File: config.mk
export PLATFORM = sky130hd
export DESIGN_NAME = sfd_dly_mod
export DESIGN_NICKNAME = d
export VERILOG_FILES = /design/src/design/stereo_feedback_delay_assert.svh /design/src/design/sfd_pkg.sv /design/src/design/sfd_dly_mod.sv
export SDC_FILE = /design/constraint.sdc
export NUM_CORES = 1
export LEC_CHECK = 0
export BUFFER_PORTS_ARGS = -buffer_cell sky130_fd_sc_hd__clkbuf_2
export CAP_MARGIN = 20
export CORE_ASPECT_RATIO = 1.1
export CORE_UTILIZATION = 30
export CTS_CLUSTER_SIZE = 24
export DETAILED_ROUTE_END_ITERATION = 10
export HOLD_SLACK_MARGIN = 0.05
export PLACE_DENSITY_LB_ADDON = 0.2
export SLEW_MARGIN = 25
export SYNTH_ARGS = -nofsm -noshare
export SYNTH_HDL_FRONTEND = slang
export SYNTH_SLANG_ARGS = --single-unit
File: constraint.sdc
create_clock -name i_clk -period 1.3 [get_ports i_clk]
set_input_delay 0.065 -clock i_clk [delete_from_list [all_inputs] [get_ports i_clk]]
set_output_delay 0.065 -clock i_clk [all_outputs]
set_load 0.02 [all_outputs]
File: src/design/stereo_feedback_delay_assert.svh
// Assertion macros for the stereo feedback delay block.
// Depends on nothing; included by the top level only.
`ifndef STEREO_FEEDBACK_DELAY_ASSERT_SVH
`define STEREO_FEEDBACK_DELAY_ASSERT_SVH

// Same-cycle implication, held off during reset
`define SFD_ASSERT_IMP(lbl, clk, rst_n, ante, cons, msg) \
    lbl: assert property (@(posedge clk) disable iff (!rst_n) (ante) |-> (cons)) \
        else $error(msg);

// Next-cycle implication, held off during reset
`define SFD_ASSERT_NXT(lbl, clk, rst_n, ante, cons, msg) \
    lbl: assert property (@(posedge clk) disable iff (!rst_n) (ante) |=> (cons)) \
        else $error(msg);

`endif

File: src/design/sfd_pkg.sv
// Shared types and constants for the stereo feedback delay.
// No dependencies; used by every module of the block except sfd_ram.
`default_nettype none

package sfd_pkg;

    // Default sizes
    localparam int DEF_STORE_DEPTH = 131072;
    localparam int DEF_SAMPLE_BITS = 16;

    // Configuration register widths
    localparam int DLY_W      = 17;
    localparam int FB_W       = 16;
    localparam int MIX_W      = 17;
    localparam int CFG_DATA_W = 17;
    localparam int CFG_IDX_W  = 2;

    // Q1.16 unity
    localparam logic [MIX_W-1:0] UNITY_Q16 = 17'd65536;

    // Reset values of the registers
    localparam logic [DLY_W-1:0] DLY_RESET = 17'd16800;
    localparam logic [FB_W-1:0]  FB_RESET  = 16'd29491;
    localparam logic [MIX_W-1:0] WET_RESET = 17'd16384;

    // Register indexes
    typedef enum logic [CFG_IDX_W-1:0] {
        REG_DELAY    = 2'd0,
        REG_FEEDBACK = 2'd1,
        REG_WET_MIX  = 2'd2
    } t_cfg_reg;

    // Gains handed to each lane
    typedef struct packed {
        logic [MIX_W-1:0] wet;
        logic [MIX_W-1:0] dry;
        logic [FB_W-1:0]  fb;
    } t_gains;

    // Per-beat control from the address stage to the lanes
    typedef struct packed {
        logic adv;     // item in the multiply stage moves on this cycle
        logic fwd;     // delayed sample comes from the previous frame's write-back
        logic filled;  // read slot has been written since reset
    } t_lane_ctl;

endpackage

`default_nettype wire

File: src/design/sfd_dly_mod.sv
// Delay length reduction modulo the store depth: reciprocal estimate of the quotient,
// then one compare and subtract. Depends on sfd_pkg.
`default_nettype none

module sfd_dly_mod #(
    parameter int STORE_DEPTH = sfd_pkg::DEF_STORE_DEPTH
) (
    input  wire logic                           i_clk,
    input  wire logic                           i_rst_n,
    input  wire logic                           i_load,
    input  wire logic [sfd_pkg::DLY_W-1:0]      i_value,
    output logic      [$clog2(STORE_DEPTH):0]   o_dmod,
    output logic                                o_busy
);

    localparam int ADDR_W = $clog2(STORE_DEPTH);
    localparam int AW1    = ADDR_W + 1;
    localparam int DLY_W  = sfd_pkg::DLY_W;
    localparam int RCP_W  = DLY_W + 1;
    localparam int PRD_W  = DLY_W + RCP_W;
    localparam int QD_W   = RCP_W + AW1;
    localparam int CMP_W  = ((AW1 > DLY_W) ? AW1 : DLY_W) + 1;
    // floor(2^DLY_W / depth): the quotient estimate is exact or one low
    localparam logic [RCP_W-1:0] RECIP     = RCP_W'((1 << DLY_W) / STORE_DEPTH);
    localparam logic [AW1-1:0]   DEPTH_X   = AW1'(STORE_DEPTH);
    localparam logic [DLY_W-1:0] REM_RESET = DLY_W'(int'(sfd_pkg::DLY_RESET) % STORE_DEPTH);

    logic [DLY_W-1:0] r_val, n_val;
    logic [RCP_W-1:0] r_q, n_q;
    logic [DLY_W-1:0] r_rem, n_rem;
    logic             r_est, n_est;   // quotient estimate pending
    logic             r_fix, n_fix;   // remainder correction pending
    logic [PRD_W-1:0] prod;
    logic [QD_W-1:0]  qd;
    logic [DLY_W-1:0] rem_est;

    // quotient estimate by constant multiply, remainder before correction
    assign prod    = PRD_W'(r_val) * PRD_W'(RECIP);
    assign qd      = QD_W'(r_q) * QD_W'(DEPTH_X);
    assign rem_est = r_val - qd[DLY_W-1:0];

    // two-step reduction, restarted by every load
    always_comb begin
        n_val = r_val;
        n_q   = r_q;
        n_rem = r_rem;
        n_est = 1'b0;
        n_fix = r_est;
        if (r_est) begin
            n_q = prod[PRD_W-1:DLY_W];
        end
        if (r_fix) begin
            if (CMP_W'(rem_est) >= CMP_W'(DEPTH_X)) begin
                n_rem = rem_est - DLY_W'(DEPTH_X);
            end else begin
                n_rem = rem_est;
            end
        end
        if (i_load) begin
            n_val = i_value;
            n_est = 1'b1;
            n_fix = 1'b0;
        end
    end

    always_ff @(posedge i_clk) begin
        if (!i_rst_n) begin
            r_val <= sfd_pkg::DLY_RESET;
            r_q   <= '0;
            r_rem <= REM_RESET;
            r_est <= 1'b0;
            r_fix <= 1'b0;
        end else begin
            r_val <= n_val;
            r_q   <= n_q;
            r_rem <= n_rem;
            r_est <= n_est;
            r_fix <= n_fix;
        end
    end

    assign o_dmod = AW1'(r_rem);
    assign o_busy = r_est || r_fix;

endmodule

`default_nettype wire

---- Word level (Yosys, flattened, before mapping) ----
Cells that the tools add are included.
storage, ports and cells
  flip-flop bits (word level) ............. 36
  input port bits ......................... 20
cells by class
  mux-type cells .......................... 1
  bitwise logic cells ..................... 1
  reductions and logical operators ........ 2
operators by type and width
  operator            count
  $reduce_or A2 Y1    1
  $logic_or A1 B1 Y1  1
  $mux W1             1
  $not A1 Y1          1

---- Logic depth before layout (Yosys ltp) ----
  depth in word-level cells ............... 2
  depth in mapped cells ................... 4
  gate-level depth less buffers ........... 2

---- Worst setup path before layout ----
OpenSTA, ideal clock, no wires.
  path type ............................... reg-to-output
  start ................................... reg r_fix
  end ..................................... out o_busy
  arrival ................................. 0.866 ns
  slack ................................... 0.369 ns
  stages on the path, launching flop included .. 4
  path buffers ............................ 2
  path through ............................ dfxtp_1 buf_6 buf_12 or2_1
on the way
  longest elaborated chain between the ends .. 1
ends and longest elaborated chain
  what                    line               source
  start, declared         sfd_dly_mod.sv:32  logic r_fix, n_fix;
  start signal, assigned  sfd_dly_mod.sv:78  r_fix <= n_fix;
  $logic_or A1 B1 Y1      sfd_dly_mod.sv:83  assign o_busy = r_est || r_fix;
  end, declared           sfd_dly_mod.sv:13  output logic o_busy
No other way between the ends.

---- Worst setup path after layout ----
Ends and elaborated chain as after synthesis.

==> metrics.md <==
| Metric | Value |
|---|---|
| GRT Total Usage | a little under an eighth |
| RePlAce Congestion | between 0.6 and 0.7 |
| First-pass GRT wire length | 4.16 mm |
| Mux share of post-synthesis cell area | about a quarter |
| Hold Crit Depth | 3 |
| Fmax | 807 MHz |
| #FFs+latches synth | 36 |
| Layout cells sized above 1 | ~29% |
| Hold/Removal Path Class | in -> reg |
| NetSw | around 0.47 mW |
| Unrepaired setup endpoints after global routing | no |
| Final Hold Fails | 0 |
| Register area | about 720 um^2 |
| CTS Buf Count | 5 |
| Antenna violations before repair | 0 |
| Crit path DAT | about 1.2 ns |
| FF-to-FF setup slack | around 0.37 ns |
| Final-stage net count | approximately 190 |
| Synth Net Count | 138 |
| Final setup fails | 0 |
| Fin Clk Skew | ~0.0018 ns |
| Effective utilization at floorplan | about a third |
| Reg2reg end | r_rem[8] |
| Complex-gate fraction of the synthesized area | 0% |
| Synthesized area per cell | 11.6 um^2 |
| Fill count | 438 |
| Comb power frac | roughly 8.8% |
| Startpoint types | register |
| PwrDens | ~1200 nW/um^2 |
| Sw Share | between 20% and 30% |
| VDD IR max | ~0.62 mV |
| Count of boundary I/O pins | 39 |
| Grt total ovfl | 0 |
| Critical path type | reg -> out |
| Rows | 25 |
| Reg2reg path depth | 3 |
| Slew margin rel. | 60.6% |
| Critical Path Sink Type | primary output |
| Setup bufs post-CTS | 0 |
| Adder-Cell Fraction of Synth Area | 0% |
| Initial DRC count | 51 |
| Clk sink count | 36 |
| Resized cells post-CTS | 0 |
| Yosys warns | 0 |
| Final Instance Area | 1750 um^2 |
| Drt wl/cell | 11.3 um |
| Insertion delay to the later sink of the worst-skew pair | about 0.28 ns |
| Worst Tran Pin Value | between 0.5 and 0.6 ns |
| Sequential share of power | between 50% and 60% |
| Min Clock Period, post-route | approximately 1.2 ns |
| Clock slew at reported path FFs | approximately 0.070 ns |
| Area of the multi-input gates | 558 um^2 |
| Hold_buf cts | 9 |
| Die extent in x | 66.3 um |
| Total core area | around 4300 um^2 |
| Leak pwr | approximately 0.75 nW |
| Hold path start | i_value[10] |
| CTS H-Tree Depth | 2 |
| Final Cycle Share | 95.3% |
| Hold endpoint | r_val[10] |
| Main combinational cell family by area after synthesis | multiplexers |
| # port buffers | 37 |
| DR vias | ~930 |
| Worst EP required | ~1.2 ns |
| Area post-placement | around 1600 um^2 |
| First-pass detailed-route iteration total | 4 |
| Antenna diodes | 0 |
| Internal power | approximately 1.7 mW |
| Cell Area, Synth | approximately 1400 um^2 |
| Cells after Synth | 118 |
| Run status | completed |
| Max cap viols | 0 |
| Critical path peak fanout | 7 |
| Final ANT Viol Nets | 0 |
| Maximum buffer depth of the clock tree | 2 |
| Yosys cell types | 14 |
| Die Span Y | 72.8 um |
| Vias in the first global route | around 930 |
| Drc violations | 0 |
| CTS tree | built |
| DP HPWL | 1.65 mm |
| Largest net degree at the start of global routing | 37 |
| Area Growth Syn to Fin | 28.4% |
| Sequential fraction of the synthesis area | a little over half |
| DR vias/cell | ~4.2 |
| Post-Synth Simple-Gate Area | between 10% and 20% |
| DRT Wirelength | 2.50 mm |
| Setup tns final | 0 ns |
| Clk pwr share | 37.3% |
| Die Area | between 4000 and 5000 um^2 |
| XOR/XNOR Fraction of Synth Area | 0% |
| Slew Viols, Final | 0 |
| RR Startpoint | r_fix |
| CTS root buf | clkbuf_8 |
==> cell families after synthesis <==
kind of cell           after synthesis
other                                1
multiplexers                        34
AND/OR/NAND/NOR                     38
buffers and inverters                9
flip-flops                          36
==> layer usage <==
metal	track usage, %	routed length [um]
met5	0	0
met4	7.80	59
met1	15.5	1300
met2	16.8	997
met3	3.91	150
==> registers in the layout, indices dropped and copies added, names as in the netlist <==
signal,flops
r_rem,17
r_val,17
r_est,1
r_fix,1
==> per-stage QoR <==
step	instances	utilization, %	hold slack (ns)	total power, mW	worst slack, ns
after floorplan	118	-	0.193	1.31	0.369
after global placement	204	36.2	0.287	1.35	0.389
after detailed placement	204	36.2	0.295	1.36	0.367
after CTS	221	40.3	0.0512	2.18	0.0481
after global routing	221	40.3	0.0721	2.26	0.00750
final	221	40.3	0.0470	2.15	0.0605
==> critical path, cell delays in order, from the launching register on <==
cell	delay, ns
dfxtp_1	0.32
buf_4	0.17
or2_1	0.24
clkbuf_2	0.16
==> power groups by stage <==
stage	registers (mW)	logic (mW)	clock network, mW
after floorplan	1.19	0.121	0
after global placement	1.19	0.166	0
after detailed placement	1.19	0.171	0
after CTS	1.16	0.192	0.829
after global routing	1.16	0.210	0.885
final	1.16	0.189	0.803
==> layout by cell type (no fill, tap or decap), drive strengths merged <==
master / Yosys / final
and2: 1 / 1
buf: 6 / 4
clkbuf: 3 / 45
conb: 1 / 1
dfxtp: 36 / 36
dlygate4sd3: 0 / 9
mux2i: 34 / 34
nand2: 9 / 9
nor2: 1 / 1
nor2b: 26 / 26
or2: 1 / 1
==> area by class of cell <==
cell class	count	area share (%)
sequential	36	41.1
multi-input combinational	73	31.8
tap	54	3.85
clock buffer	8	5.14
timing repair buffer	50	18.1
==> cells in the mapped netlist, drive strengths merged <==
cell,count,area (um^2)
and2,1,7.51
dfxtp,36,721
nor2b,26,163
mux2i,34,340
buf,6,75.1
conb,1,3.75
nor2,1,3.75
clkbuf,3,12.5
or2,1,6.26
nand2,9,33.8
==> how the worst max path moves through the flow <==
stage | from | end | cells after the start
global route | r_fix | o_busy | 3
floorplan | r_fix | o_busy | 3
global placement | r_fix | o_busy | 3
CTS | r_fix | o_busy | 3
detailed placement | r_fix | o_busy | 3
finish | r_fix | o_busy | 3
Note: power is estimated with default switching activity, not from simulation.
